--- src/hdl/sle_pkg.sv ---
// ---------------------------------------------------------------------------
// sle_pkg: shared types and constants for the serial line editor
// Character codes, result kinds, controller states and the command and
// status bundles that pass between the controller and the datapath.
// ---------------------------------------------------------------------------
package sle_pkg;

   localparam int LINE_MAX = 16;
   localparam int CUR_W    = $clog2(LINE_MAX);

   localparam logic [7:0] CH_BS     = 8'h08;
   localparam logic [7:0] CH_TAB    = 8'h09;
   localparam logic [7:0] CH_LF     = 8'h0a;
   localparam logic [7:0] CH_CR     = 8'h0d;
   localparam logic [7:0] CH_ESC    = 8'h1b;
   localparam logic [7:0] CH_DEL    = 8'h7f;
   localparam logic [7:0] CH_SP     = 8'h20;
   localparam logic [7:0] CH_TILDE  = 8'h7e;
   localparam logic [7:0] CH_CTRL_W = 8'h17;
   localparam logic [7:0] CH_CTRL_U = 8'h15;

   localparam logic [1:0] KIND_ECHO = 2'd0;
   localparam logic [1:0] KIND_LINE = 2'd1;
   localparam logic [1:0] KIND_READ = 2'd2;

   localparam logic OP_RECEIVE = 1'b0;
   localparam logic OP_READ    = 1'b1;

   localparam logic [3:0] STEP_CR     = 4'd0;
   localparam logic [3:0] STEP_LF     = 4'd1;
   localparam logic [3:0] STEP_RUB_SP = 4'd1;
   localparam logic [3:0] STEP_RUB_BS = 4'd2;
   localparam logic [3:0] STEP_ERR_LAST = 4'd12;

   typedef enum logic [2:0] {
      CLS_NEWLINE,
      CLS_BS,
      CLS_WERASE,
      CLS_KILL,
      CLS_TAB,
      CLS_PRINT,
      CLS_ERROR
   } cls_type;

   typedef enum logic [2:0] {
      SEL_BS,
      SEL_SP,
      SEL_CR,
      SEL_LF,
      SEL_CHAR,
      SEL_ERRTXT,
      SEL_DONE,
      SEL_READ
   } sel_type;

   typedef enum logic [2:0] {
      FIN_HOLD,
      FIN_PTR,
      FIN_DEC,
      FIN_INC,
      FIN_ZERO,
      FIN_TAB
   } fin_op_type;

   typedef enum logic [3:0] {
      ST_IDLE,
      ST_DECODE,
      ST_READ,
      ST_CHAR,
      ST_NL,
      ST_ERR,
      ST_SCAN_SP,
      ST_SCAN_WORD,
      ST_ERASE,
      ST_TAB,
      ST_TAB_END
   } state_type;

   typedef struct packed {
      logic       take;
      logic       emit;
      sel_type    sel;
      logic       last;
      logic       ptr_dec;
      logic       ptr_inc;
      logic       ptr_load_cur;
      logic       b1_load;
      fin_op_type fin_op;
      logic       wr_char;
      logic       wr_space;
      logic       step_clr;
      logic       step_inc;
      logic       commit;
      logic       set_ended;
   } cmd_type;

   typedef struct packed {
      logic       op_read;
      cls_type    cls;
      logic       ptr_zero;
      logic       prev_space;
      logic       ptr_above_b1;
      logic       ptr_dec_fin;
      logic       ptr_inc_fin;
      logic       ptr_eq_cur;
      logic       fin_full;
      logic [3:0] step;
      logic       out_free;
   } sts_type;

   function automatic logic [7:0] hex_digit(input logic [3:0] v);
      logic [7:0] r;
      if (v > 4'd9) begin
         r = 8'(v) - 8'd10 + 8'h41;
      end else begin
         r = 8'(v) + 8'h30;
      end
      return r;
   endfunction

   // error report: CR LF "ERROR: " hi lo CR LF
   function automatic logic [7:0] err_byte(input logic [3:0] step, input logic [7:0] c);
      logic [7:0] r;
      case (step)
         4'd0:    r = CH_CR;
         4'd1:    r = CH_LF;
         4'd2:    r = 8'h45;
         4'd3:    r = 8'h52;
         4'd4:    r = 8'h52;
         4'd5:    r = 8'h4f;
         4'd6:    r = 8'h52;
         4'd7:    r = 8'h3a;
         4'd8:    r = CH_SP;
         4'd9:    r = hex_digit(c[7:4]);
         4'd10:   r = hex_digit(c[3:0]);
         4'd11:   r = CH_CR;
         4'd12:   r = CH_LF;
         default: r = 8'h00;
      endcase
      return r;
   endfunction

endpackage

--- src/hdl/sle_ctrl.sv ---
// ---------------------------------------------------------------------------
// sle_ctrl: sequencer for the serial line editor
// Walks each request through decode, scan, and echo steps and drives the
// datapath one command bundle per cycle.
// ---------------------------------------------------------------------------
module sle_ctrl (
   input  logic             clock,
   input  logic             reset,
   input  logic             req_tvalid,
   output logic             req_tready,
   input  sle_pkg::sts_type sts,
   output sle_pkg::cmd_type cmd
);
   import sle_pkg::*;

   state_type state_ff;
   state_type state_in;

   always_ff @(posedge clock) begin
      if (reset) begin
         state_ff <= ST_IDLE;
      end else begin
         state_ff <= state_in;
      end
   end

   always_comb begin
      state_in   = state_ff;
      cmd        = '0;
      req_tready = 1'b0;
      case (state_ff)
         ST_IDLE: begin
            req_tready = 1'b1;
            if (req_tvalid) begin
               cmd.take = 1'b1;
               state_in = ST_DECODE;
            end
         end
         ST_DECODE: begin
            if (sts.op_read) begin
               state_in = ST_READ;
            end else begin
               case (sts.cls)
                  CLS_NEWLINE: begin
                     cmd.step_clr = 1'b1;
                     state_in     = ST_NL;
                  end
                  CLS_ERROR: begin
                     cmd.step_clr = 1'b1;
                     state_in     = ST_ERR;
                  end
                  CLS_PRINT: begin
                     cmd.wr_char = 1'b1;
                     cmd.fin_op  = FIN_INC;
                     state_in    = ST_CHAR;
                  end
                  CLS_BS: begin
                     if (sts.ptr_zero) begin
                        state_in = ST_IDLE;
                     end else begin
                        cmd.b1_load  = 1'b1;
                        cmd.fin_op   = FIN_DEC;
                        cmd.step_clr = 1'b1;
                        state_in     = ST_ERASE;
                     end
                  end
                  CLS_KILL: begin
                     if (sts.ptr_zero) begin
                        state_in = ST_IDLE;
                     end else begin
                        cmd.b1_load  = 1'b1;
                        cmd.fin_op   = FIN_ZERO;
                        cmd.step_clr = 1'b1;
                        state_in     = ST_ERASE;
                     end
                  end
                  CLS_WERASE: begin
                     state_in = ST_SCAN_SP;
                  end
                  CLS_TAB: begin
                     cmd.fin_op = FIN_TAB;
                     state_in   = ST_TAB;
                  end
                  default: begin
                     state_in = ST_IDLE;
                  end
               endcase
            end
         end
         ST_READ: begin
            if (sts.out_free) begin
               cmd.emit = 1'b1;
               cmd.sel  = SEL_READ;
               cmd.last = 1'b1;
               state_in = ST_IDLE;
            end
         end
         ST_CHAR: begin
            if (sts.out_free) begin
               cmd.emit   = 1'b1;
               cmd.sel    = SEL_CHAR;
               cmd.last   = 1'b1;
               cmd.commit = 1'b1;
               state_in   = ST_IDLE;
            end
         end
         ST_NL: begin
            if (sts.out_free) begin
               cmd.emit     = 1'b1;
               cmd.step_inc = 1'b1;
               if (sts.step == STEP_CR) begin
                  cmd.sel = SEL_CR;
               end else if (sts.step == STEP_LF) begin
                  cmd.sel = SEL_LF;
               end else begin
                  cmd.sel       = SEL_DONE;
                  cmd.last      = 1'b1;
                  cmd.set_ended = 1'b1;
                  state_in      = ST_IDLE;
               end
            end
         end
         ST_ERR: begin
            if (sts.out_free) begin
               cmd.emit     = 1'b1;
               cmd.sel      = SEL_ERRTXT;
               cmd.step_inc = 1'b1;
               if (sts.step == STEP_ERR_LAST) begin
                  cmd.last = 1'b1;
                  state_in = ST_IDLE;
               end
            end
         end
         ST_SCAN_SP: begin
            // back over trailing spaces
            if (!sts.ptr_zero && sts.prev_space) begin
               cmd.ptr_dec = 1'b1;
            end else begin
               cmd.b1_load = 1'b1;
               state_in    = ST_SCAN_WORD;
            end
         end
         ST_SCAN_WORD: begin
            if (!sts.ptr_zero && !sts.prev_space) begin
               cmd.ptr_dec = 1'b1;
            end else if (sts.ptr_eq_cur) begin
               state_in = ST_IDLE;
            end else begin
               cmd.fin_op       = FIN_PTR;
               cmd.ptr_load_cur = 1'b1;
               cmd.step_clr     = 1'b1;
               state_in         = ST_ERASE;
            end
         end
         ST_ERASE: begin
            if (sts.out_free) begin
               cmd.emit = 1'b1;
               if (sts.ptr_above_b1) begin
                  // space run: backspace only
                  cmd.sel     = SEL_BS;
                  cmd.ptr_dec = 1'b1;
                  if (sts.ptr_dec_fin) begin
                     cmd.last   = 1'b1;
                     cmd.commit = 1'b1;
                     state_in   = ST_IDLE;
                  end
               end else begin
                  cmd.sel = (sts.step == STEP_RUB_SP) ? SEL_SP : SEL_BS;
                  if (sts.step == STEP_RUB_BS) begin
                     cmd.ptr_dec  = 1'b1;
                     cmd.step_clr = 1'b1;
                     if (sts.ptr_dec_fin) begin
                        cmd.last   = 1'b1;
                        cmd.commit = 1'b1;
                        state_in   = ST_IDLE;
                     end
                  end else begin
                     cmd.step_inc = 1'b1;
                  end
               end
            end
         end
         ST_TAB: begin
            if (sts.out_free) begin
               cmd.emit     = 1'b1;
               cmd.sel      = SEL_SP;
               cmd.wr_space = 1'b1;
               cmd.ptr_inc  = 1'b1;
               if (sts.ptr_inc_fin) begin
                  if (sts.fin_full) begin
                     state_in = ST_TAB_END;
                  end else begin
                     cmd.last   = 1'b1;
                     cmd.commit = 1'b1;
                     state_in   = ST_IDLE;
                  end
               end
            end
         end
         ST_TAB_END: begin
            if (sts.out_free) begin
               cmd.emit      = 1'b1;
               cmd.sel       = SEL_DONE;
               cmd.last      = 1'b1;
               cmd.commit    = 1'b1;
               cmd.set_ended = 1'b1;
               state_in      = ST_IDLE;
            end
         end
         default: begin
            state_in = ST_IDLE;
         end
      endcase
   end

endmodule

--- src/hdl/sle_datapath.sv ---
// ---------------------------------------------------------------------------
// sle_datapath: line store, cursor and result register
// Holds the request fields, the line store, the walk pointer and bounds,
// and the output register of the result channel.
// ---------------------------------------------------------------------------
module sle_datapath (
   input  logic             clock,
   input  logic             reset,
   input  sle_pkg::cmd_type cmd,
   output sle_pkg::sts_type sts,
   input  logic             req_opcode,
   input  logic [7:0]       req_byte,
   input  logic             req_error,
   input  logic [3:0]       req_index,
   output logic             rsp_tvalid,
   input  logic             rsp_tready,
   output logic [1:0]       rsp_kind,
   output logic [7:0]       rsp_data,
   output logic [3:0]       rsp_length,
   output logic             rsp_last
);
   import sle_pkg::*;

   localparam logic [CUR_W-1:0]   CUR_ONE  = CUR_W'(1);
   localparam logic [CUR_W-1:0]   CUR_TOP  = CUR_W'(LINE_MAX - 1);
   localparam logic [CUR_W+3:0]   WIDE_TOP = (CUR_W + 4)'(LINE_MAX - 1);

   logic [7:0]       store_ff [LINE_MAX];
   logic [CUR_W-1:0] cursor_ff;
   logic             ended_ff;
   logic             rsp_valid_ff;

   logic             op_ff;
   logic [7:0]       byte_ff;
   logic             err_ff;
   logic [3:0]       idx_ff;
   logic [CUR_W-1:0] ptr_ff;
   logic [CUR_W-1:0] b1_ff;
   logic [CUR_W-1:0] fin_ff;
   logic [3:0]       step_ff;
   logic [1:0]       kind_ff;
   logic [7:0]       data_ff;
   logic [3:0]       len_ff;
   logic             last_ff;

   logic [CUR_W-1:0] cur0;
   logic [CUR_W-1:0] ptr_m1;
   logic [CUR_W-1:0] rd_addr;
   logic [7:0]       rd_data;
   logic [CUR_W+3:0] idx_w;
   logic [CUR_W+3:0] cur_w;
   logic             rd_hit;
   logic [CUR_W+3:0] tab_up;
   logic [CUR_W-1:0] tab_fin;
   logic [CUR_W-1:0] fin_in;
   logic [CUR_W+3:0] fin_w;
   logic             nl;
   cls_type          cls;
   logic [1:0]       kind_in;
   logic [7:0]       data_in;

   // start a new line if the previous one was completed
   assign cur0   = (req_opcode == OP_RECEIVE && ended_ff) ? '0 : cursor_ff;
   assign ptr_m1 = ptr_ff - CUR_ONE;
   assign idx_w  = {{CUR_W{1'b0}}, idx_ff};
   assign cur_w  = {4'b0, cursor_ff};
   assign rd_hit = idx_w < cur_w;
   assign rd_addr = (op_ff == OP_READ) ? idx_w[CUR_W-1:0] : ptr_m1;
   assign rd_data = store_ff[rd_addr];

   assign tab_up  = ({4'b0, ptr_ff} | (CUR_W + 4)'(7)) + (CUR_W + 4)'(1);
   assign tab_fin = (tab_up >= WIDE_TOP) ? CUR_TOP : tab_up[CUR_W-1:0];
   assign fin_w   = {4'b0, fin_ff};

   always_comb begin
      nl = err_ff || byte_ff == CH_CR || byte_ff == CH_ESC;
      if (cursor_ff >= CUR_TOP || nl) begin
         cls = CLS_NEWLINE;
      end else if (byte_ff == CH_BS || byte_ff == CH_DEL) begin
         cls = CLS_BS;
      end else if (byte_ff == CH_CTRL_W) begin
         cls = CLS_WERASE;
      end else if (byte_ff == CH_CTRL_U) begin
         cls = CLS_KILL;
      end else if (byte_ff == CH_TAB) begin
         cls = CLS_TAB;
      end else if (byte_ff inside {[CH_SP:CH_TILDE]}) begin
         cls = CLS_PRINT;
      end else begin
         cls = CLS_ERROR;
      end
   end

   always_comb begin
      sts.op_read      = (op_ff == OP_READ);
      sts.cls          = cls;
      sts.ptr_zero     = (ptr_ff == '0);
      sts.prev_space   = (rd_data == CH_SP);
      sts.ptr_above_b1 = (ptr_ff > b1_ff);
      sts.ptr_dec_fin  = (ptr_m1 == fin_ff);
      sts.ptr_inc_fin  = ({1'b0, ptr_ff} + (CUR_W + 1)'(1)) == {1'b0, fin_ff};
      sts.ptr_eq_cur   = (ptr_ff == cursor_ff);
      sts.fin_full     = (fin_ff >= CUR_TOP);
      sts.step         = step_ff;
      sts.out_free     = !rsp_valid_ff || rsp_tready;
   end

   always_comb begin
      case (cmd.fin_op)
         FIN_PTR:  fin_in = ptr_ff;
         FIN_DEC:  fin_in = ptr_m1;
         FIN_INC:  fin_in = ptr_ff + CUR_ONE;
         FIN_ZERO: fin_in = '0;
         FIN_TAB:  fin_in = tab_fin;
         default:  fin_in = fin_ff;
      endcase
   end

   always_comb begin
      kind_in = KIND_ECHO;
      case (cmd.sel)
         SEL_BS:     data_in = CH_BS;
         SEL_SP:     data_in = CH_SP;
         SEL_CR:     data_in = CH_CR;
         SEL_LF:     data_in = CH_LF;
         SEL_CHAR:   data_in = byte_ff;
         SEL_ERRTXT: data_in = err_byte(step_ff, byte_ff);
         SEL_DONE: begin
            kind_in = KIND_LINE;
            data_in = 8'h00;
         end
         SEL_READ: begin
            kind_in = KIND_READ;
            data_in = rd_hit ? rd_data : 8'h00;
         end
         default:    data_in = 8'h00;
      endcase
   end

   // control state
   always_ff @(posedge clock) begin
      if (reset) begin
         rsp_valid_ff <= 1'b0;
         cursor_ff    <= '0;
         ended_ff     <= 1'b0;
         for (int i = 0; i < LINE_MAX; i++) begin
            store_ff[i] <= 8'h00;
         end
      end else begin
         if (cmd.emit) begin
            rsp_valid_ff <= 1'b1;
         end else if (rsp_tready) begin
            rsp_valid_ff <= 1'b0;
         end
         if (cmd.take && req_opcode == OP_RECEIVE) begin
            cursor_ff <= cur0;
            ended_ff  <= 1'b0;
         end else if (cmd.commit) begin
            cursor_ff <= fin_ff;
         end
         if (cmd.set_ended) begin
            ended_ff <= 1'b1;
         end
         if (cmd.wr_char) begin
            store_ff[ptr_ff] <= byte_ff;
         end else if (cmd.wr_space) begin
            store_ff[ptr_ff] <= CH_SP;
         end
      end
   end

   // payload
   always_ff @(posedge clock) begin
      if (cmd.take) begin
         op_ff   <= req_opcode;
         byte_ff <= req_byte;
         err_ff  <= req_error;
         idx_ff  <= req_index;
         ptr_ff  <= cur0;
         fin_ff  <= cur0;
      end else begin
         if (cmd.ptr_dec) begin
            ptr_ff <= ptr_m1;
         end else if (cmd.ptr_inc) begin
            ptr_ff <= ptr_ff + CUR_ONE;
         end else if (cmd.ptr_load_cur) begin
            ptr_ff <= cursor_ff;
         end
         fin_ff <= fin_in;
      end
      if (cmd.b1_load) begin
         b1_ff <= ptr_ff;
      end
      if (cmd.step_clr) begin
         step_ff <= 4'd0;
      end else if (cmd.step_inc) begin
         step_ff <= step_ff + 4'd1;
      end
      if (cmd.emit) begin
         kind_ff <= kind_in;
         data_ff <= data_in;
         len_ff  <= fin_w[3:0];
         last_ff <= cmd.last;
      end
   end

   assign rsp_tvalid = rsp_valid_ff;
   assign rsp_kind   = kind_ff;
   assign rsp_data   = data_ff;
   assign rsp_length = len_ff;
   assign rsp_last   = last_ff;

endmodule

--- src/hdl/serial_line_editor.sv ---
// ---------------------------------------------------------------------------
// serial_line_editor: line editor over received UART bytes
// Stores and echoes printable characters, handles erase, word erase, line
// kill, tab and newline, reports bad bytes, and reads back the line store.
// ---------------------------------------------------------------------------
// Timing: the first result of a request is registered from the state after decode, or
//   after the word erase scan of one line store entry per cycle.
// Throughput: one result per cycle from one output register while rsp_tready is held;
//   a new request is taken only in idle, once the previous one is finished.
// Reset: synchronous; clears cursor, line-ended flag, line store and the
//   output valid; no clearing pass.
module serial_line_editor (
   input  logic        clock,
   input  logic        reset,
   input  logic        req_tvalid,
   output logic        req_tready,
   input  logic [15:0] req_tdata,  // rx_byte[7:0], read_index[11:8], zero[15:12]
   input  logic [1:0]  req_tuser,  // opcode[0], rx_error[1]
   output logic        rsp_tvalid,
   input  logic        rsp_tready,
   output logic [15:0] rsp_tdata,  // data[7:0], line_length[11:8], zero[15:12]
   output logic [1:0]  rsp_tuser,  // kind[1:0]
   output logic        rsp_tlast
);
   import sle_pkg::*;

   cmd_type    cmd;
   sts_type    sts;
   logic [7:0] rsp_data;
   logic [3:0] rsp_length;

   sle_ctrl u_ctrl (
      .clock      (clock),
      .reset      (reset),
      .req_tvalid (req_tvalid),
      .req_tready (req_tready),
      .sts        (sts),
      .cmd        (cmd)
   );

   sle_datapath u_datapath (
      .clock      (clock),
      .reset      (reset),
      .cmd        (cmd),
      .sts        (sts),
      .req_opcode (req_tuser[0]),
      .req_byte   (req_tdata[7:0]),
      .req_error  (req_tuser[1]),
      .req_index  (req_tdata[11:8]),
      .rsp_tvalid (rsp_tvalid),
      .rsp_tready (rsp_tready),
      .rsp_kind   (rsp_tuser),
      .rsp_data   (rsp_data),
      .rsp_length (rsp_length),
      .rsp_last   (rsp_tlast)
   );

   assign rsp_tdata = {4'b0, rsp_length, rsp_data};

endmodule
--- config.mk ---
export PLATFORM = sky130hd
export DESIGN_NAME = serial_line_editor
export DESIGN_NICKNAME = d
export VERILOG_FILES = /design/src/hdl/sle_pkg.sv /design/src/hdl/sle_ctrl.sv /design/src/hdl/sle_datapath.sv /design/src/hdl/serial_line_editor.sv
export SDC_FILE = /design/constraint.sdc
export NUM_CORES = 1
export LEC_CHECK = 0
export ABC_AREA = 1
export BUFFER_PORTS_ARGS = -buffer_cell sky130_fd_sc_hd__buf_2
export CORE_MARGIN = 1.5
export CORE_UTILIZATION = 30
export CTS_CLUSTER_SIZE = 40
export DETAILED_ROUTE_END_ITERATION = 16
export PLACE_DENSITY_LB_ADDON = 0.08
export SYNTH_ARGS = -nofsm -noshare
export SYNTH_HDL_FRONTEND = slang
export SYNTH_HIERARCHICAL = 1
export SYNTH_SLANG_ARGS = --single-unit
--- constraint.sdc ---
create_clock -name clock -period 4.55 [get_ports clock]
set_input_delay 0.2275 -clock clock [delete_from_list [all_inputs] [get_ports clock]]
set_output_delay 0.2275 -clock clock [all_outputs]
set_load 0.05 [all_outputs]
* Word level (Yosys, flattened, before mapping) *
Memory sizes are Yosys's and may differ from the RTL's.
Cells that the tools add are included.

word-level totals
  register bits after elaboration = 55
  RAM bits = 128
  input bits = 22
  output and inout port bits = 21
  logic and storage cells = 254
  memories kept = 1

memories
  memory               depth  width  rd ports  clocked after memory_dff  wr ports  RTL line            text
  u_datapath.store_ff  16     8      1         0                         16        sle_datapath.sv:28  logic [7:0] store_ff [LINE_MAX];

cells by class
  add/subtract/negate cells = 11
  order comparisons = 9
  equality and inequality tests = 64
  muxes and demuxes = 119
  bitwise logic cells = 2
  reduce and logical (&&, ||, !) cells = 32

operators by type and width
  operator               number
  $mux W4                32
  $pmux W8 S9            1
  $pmux W8 S8            1
  $mux W1                43
  $mux W5                8
  $mux W8                5
  $pmux W4 S9            1
  $pmux W5 S7            1
  $eq A4 B3 Y1 const B   8
  $eq A4 B4 Y1 const B   8
  $eq A3 B3 Y1 const B   9
  $mux W3                9
  $eq A8 B4 Y1 const B   3
  $eq A8 B5 Y1 const B   3
  $pmux W4 S6            1
  $ne A2 B2 Y1 const B   10
  $pmux W4 S5            1
  $eq A3 B2 Y1 const B   6
  $add A8 B7 Y8 const B  2
  $eq A4 B2 Y1 const B   4
  $add A4 B6 Y7 const B  2
  $reduce_and A13 Y1     1
  $logic_not A4 Y1       3
  $pmux W3 S4            1
  38 further kinds       74

* Depth between registers and ports, before layout *
  depth in word-level cells = 18
  mapped depth = 24
  depth with buffers taken out = 23

* By module *
The synthesis kept the hierarchy.

by module, submodules not included
  module              times used  cells an instance  area each (um^2)  seq. area each (um^2)
  sle_datapath        1           1138               9745.6            5275.1
  sle_ctrl            1           153                755.7             80.1
  serial_line_editor  1           5                  33.8              0.0

* Least setup slack after synthesis *
No wires, ideal clock.

  path kind = flip-flop to flip-flop
  from = register u_datapath.ptr_ff[0]
  to = register u_datapath.fin_ff[2], data pin
  library setup time = 152 ps
  arrival time = 3126 ps
  path slack = 1271 ps
  cell stages (with the launch flop) = 23
  buffers on the path = 1
  period minus slack after synthesis = 3279 ps
  path through = edfxtp_1 -> inv_2 -> ha_1 -> o21ai_2 -> inv_2 -> clkbuf_1 -> nand3_1 -> nand3_1 -> nand3_1 -> nand2_1 -> nor2_1 -> nand2_1 -> nor2_1 -> nor2_1 -> nor2_1 -> inv_1 -> nand2_1 -> inv_1 -> nor3_1 -> inv_1 -> o21ai_0 -> a221oi_1 -> o21ai_0

RTL lines
  what                      RTL line             text
  start: declaration        sle_datapath.sv:37   logic [CUR_W-1:0] ptr_ff;
  start signal: assignment  sle_datapath.sv:179  ptr_ff <= cur0;
  start signal: assignment  sle_datapath.sv:183  ptr_ff <= ptr_m1;
  start signal: assignment  sle_datapath.sv:185  ptr_ff <= ptr_ff + CUR_ONE;
  end signal: assignment    sle_datapath.sv:180  fin_ff <= cur0;
  end signal: assignment    sle_datapath.sv:189  fin_ff <= fin_in;
  end: declaration          sle_datapath.sv:39   logic [CUR_W-1:0] fin_ff;

==> impl_metrics.tcl <==
set metrics [dict create \
    outcome "complete, no violations" \
    clock.fmax_ghz 0.245 \
    grt_pass1_vias 8561 \
    gp_congestion 0.848 \
    num_rows 68 \
    cts_resized 0 \
    drive_above_1_share_pct 10.6 \
    grt.total_usage_pct 18.5 \
    finalCritPeriodShare_pct 89.8 \
    worstSetupEndpointType "flip-flop" \
    slew_viol_final 0 \
    overflow 0 \
    min_period_ps 4090 \
    final_net_count 1427 \
    yosys.area.top_type_share_pct 48.2 \
    cts_root_buf "clkbuf_16" \
    die_h_um 190 \
    synth_edf_count 169 \
    p_comb_share_pct 48.0 \
    fp.coreArea_um2 34500 \
    dpl-instance-area_um2 11400 \
    required_ps 4800 \
    placed_cells 1796 \
    synthFlopType "edfxtp_1" \
    final_area_um2 12200 \
    seq_power_share_pct 32.2 \
    antenna_left 0 \
    postCtsHoldBufs 14 \
    clkLatencyLatePin_ps 450 \
    worst_slack_ps 463 \
    gr-usage-met1_pct 24.4 \
    drtIter0Drc 544 \
    instances_no_fill 1842 \
    multi_input_area_um2 4220 \
    antenna_found_initial 0 \
    leakagePower_nw 5.33 \
    tns_ps 0 \
    avgSynthCellArea_um2 8.13 \
    postCtsSetupBuffers 0 \
    die-width_um 190 \
    cts_tree "built" \
    worst_slew_pin_slew_ps 1170 \
    clock-sinks 183 \
    p_sw_mw 3.54 \
    synth_area_leaders "edfxtp_1 48%, nand2_1 11%, nand3_1 8.0%" \
    async_reset_ff_share_pct 0 \
    vias 8723 \
    clock_path_buffers 2 \
    finalHoldViolCount 0 \
    die_area_um2 36300 \
    dp_hpwl_mm 22.8 \
    num-fill-cells 3723 \
    rrSetupSlack_ps 460 \
    cp.arrival_ps 4340 \
    clock_skew_ps 16.2 \
    cap_violations 0 \
    routed_wl_mm 32.7 \
    numPortBuffers 34 \
    synth_area_um2 10500 \
    peakVddDrop_mv 0.353 \
    slew_headroom_pct 21.1 \
    rsz0062_at_grt "no" \
    internal_power_mw 3.90 \
    busiest_layer "met2" \
    ioPinCount 43 \
    area_delta_synth_final_pct 15.4 \
    wl_per_cell_um 17.7 \
    first_pass_iters 5 \
    place_ws_ps 579 \
    grt_max_degree 56 \
    route.detailed.drc 0 \
    yosys.area.top_type "edfxtp_1" \
    globalRouteMet2Util_pct 31.4 \
    num_antenna_cells 0 \
    hp-class "in -> reg" \
    p_sw_share_pct 47.5 \
    syn_inst 1296 \
    fin_hold_ws_ps 73.8 \
    path_class "reg -> reg" \
    start_kind "flip-flop" \
    cp_max_fo 16 \
    register_area_um2 5360 \
    via_per_inst 4.74 \
    setup_violations 0 \
    synth_cell_types 49 \
    initial_core_util_pct 30.5 \
    ys.warnings.count 6 \
    powerDensity_nw_per_um2 612 \
    path_clk_slew_ps 80 \
    met3_usage_pct 2.67 \
    numCtsBuffers 17 \
    ys_seq_area_share_pct 50.8 \
    grt_pass1_wl_mm 50.0 \
    ys_ff_latch 183 \
    clockPowerShare_pct 19.7 \
    h-tree-depth 4 \
]
[Yosys cell counts, types with 3 or more instances]
cell and number:
nand4_1 5, edfxtp_1 169, buf_4 14, nand2_2 5, o21ai_0 42, nand2_1 311
inv_1 187, ha_1 31, nor4_1 3, o221ai_1 4, buf_6 3, nand3_1 169
nor2_1 203, buf_2 7, dfxtp_1 14, nor3_1 23, clkbuf_1 14, a21oi_1 17
nand2_4 3, nand3b_1 4, inv_2 9, nor2_2 8, a221oi_1 6, xor2_1 7
o211ai_1 6
[metrics by stage]
stage	utilization, %	total power, mW
after global placement	33.1	6.04
after CTS	35.2	7.52
after detailed placement	33.1	6.01
final	35.2	7.44
after floorplan	-	4.80
after global routing	35.2	7.97
[sequential cells by signal (all words and copies together), names as in the netlist]
name / cells
u_datapath/step_ff: 4
u_datapath/idx_ff: 4
u_datapath/rsp_last: 1
u_datapath/ptr_ff: 4
u_datapath/op_ff: 1
u_datapath/fin_ff: 4
u_datapath/rsp_kind: 2
u_datapath/store_ff: 128
u_datapath/b1_ff: 4
u_datapath/rsp_length: 4
u_datapath/rsp_data: 8
u_datapath/cursor_ff: 4
u_datapath/err_ff: 1
u_datapath/rsp_tvalid: 1
u_datapath/ended_ff: 1
u_datapath/byte_ff: 8
u_ctrl/state_ff: 4
[layout by cell type, fill, tap and decap left out, types with 4 or more instances in the layout]
cell type / count
buf_2: 34
nor2_1: 202
nand4_1: 5
o21ai_0: 42
clkbuf_16: 17
nand2_1: 311
nor2_2: 9
dlygate4sd3_1: 14
o221ai_1: 4
a221oi_1: 6
inv_2: 9
nand3_1: 169
nand3b_1: 4
a21oi_1: 17
nor3_1: 23
ha_1: 31
conb_1: 4
dfxtp_1: 14
nand2_2: 5
edfxtp_1: 169
buf_4: 44
inv_1: 187
o211ai_1: 6
clkinv_4: 6
xor2_1: 7
[final timing paths]
path	start	end	depth (start not counted)
max	u_datapath/ptr_ff[1]	u_datapath/fin_ff[0]	22
min	reset	u_datapath/rsp_tvalid	2
max reg2reg	u_datapath/ptr_ff[1]	u_datapath/fin_ff[0]	22
min reg2reg	u_datapath/ended_ff	u_datapath/ended_ff	2
[logic make-up after synthesis]
kind of cell               Yosys count  synth area share [%]
buffers and inverters              237                  9.28
DFF                                183                  50.8
other                                1                0.0356
and+or+nand+nor                    738                  29.6
adders and majority gates           31                  3.68
AOI/OAI and AO/OA                   97                  5.85
xor gates and xnor gates             9                 0.748
[area by class of cell]
class,count,share of cell area [%]
inverter,198,6.13
multi-input combinational,879,34.7
tap,455,4.68
clock inverter,14,1.16
sequential,183,44.0
clock buffer,18,3.53
timing repair buffer,95,5.76
[power by group through the flow]
stage | registers [mW] | clock network (mW) | logic (mW)
detailed placement | 2.43 | 0 | 3.58
global placement | 2.43 | 0 | 3.61
finish | 2.40 | 1.47 | 3.57
floorplan | 2.62 | 0 | 2.18
global route | 2.43 | 1.57 | 3.98
CTS | 2.40 | 1.52 | 3.61
[worst max-delay path, stage by stage, from the launching register on]
cell	delay, ps
edfxtp_1	380
inv_1	190
ha_1	370
o21ai_2	290
inv_2	60
buf_4	200
nand3_1	140
nand3_1	120
nand3_1	180
nand2_1	120
nor2_1	110
nand2_1	60
nor2_1	230
nor2_1	100
nor2_1	160
inv_1	90
nand2_1	120
inv_1	80
nor3_1	170
inv_1	70
o21ai_0	270
a31oi_1	110
o21ai_0	250
[layer usage]
metal | wire length, um | vias up
met2 | 15900 | 149
li1 | - | 4392
met5 | 0 | -
met4 | 701 | 0
met1 | 15300 | 4144
met3 | 830 | 38
Power figures use the tool's default switching activity.
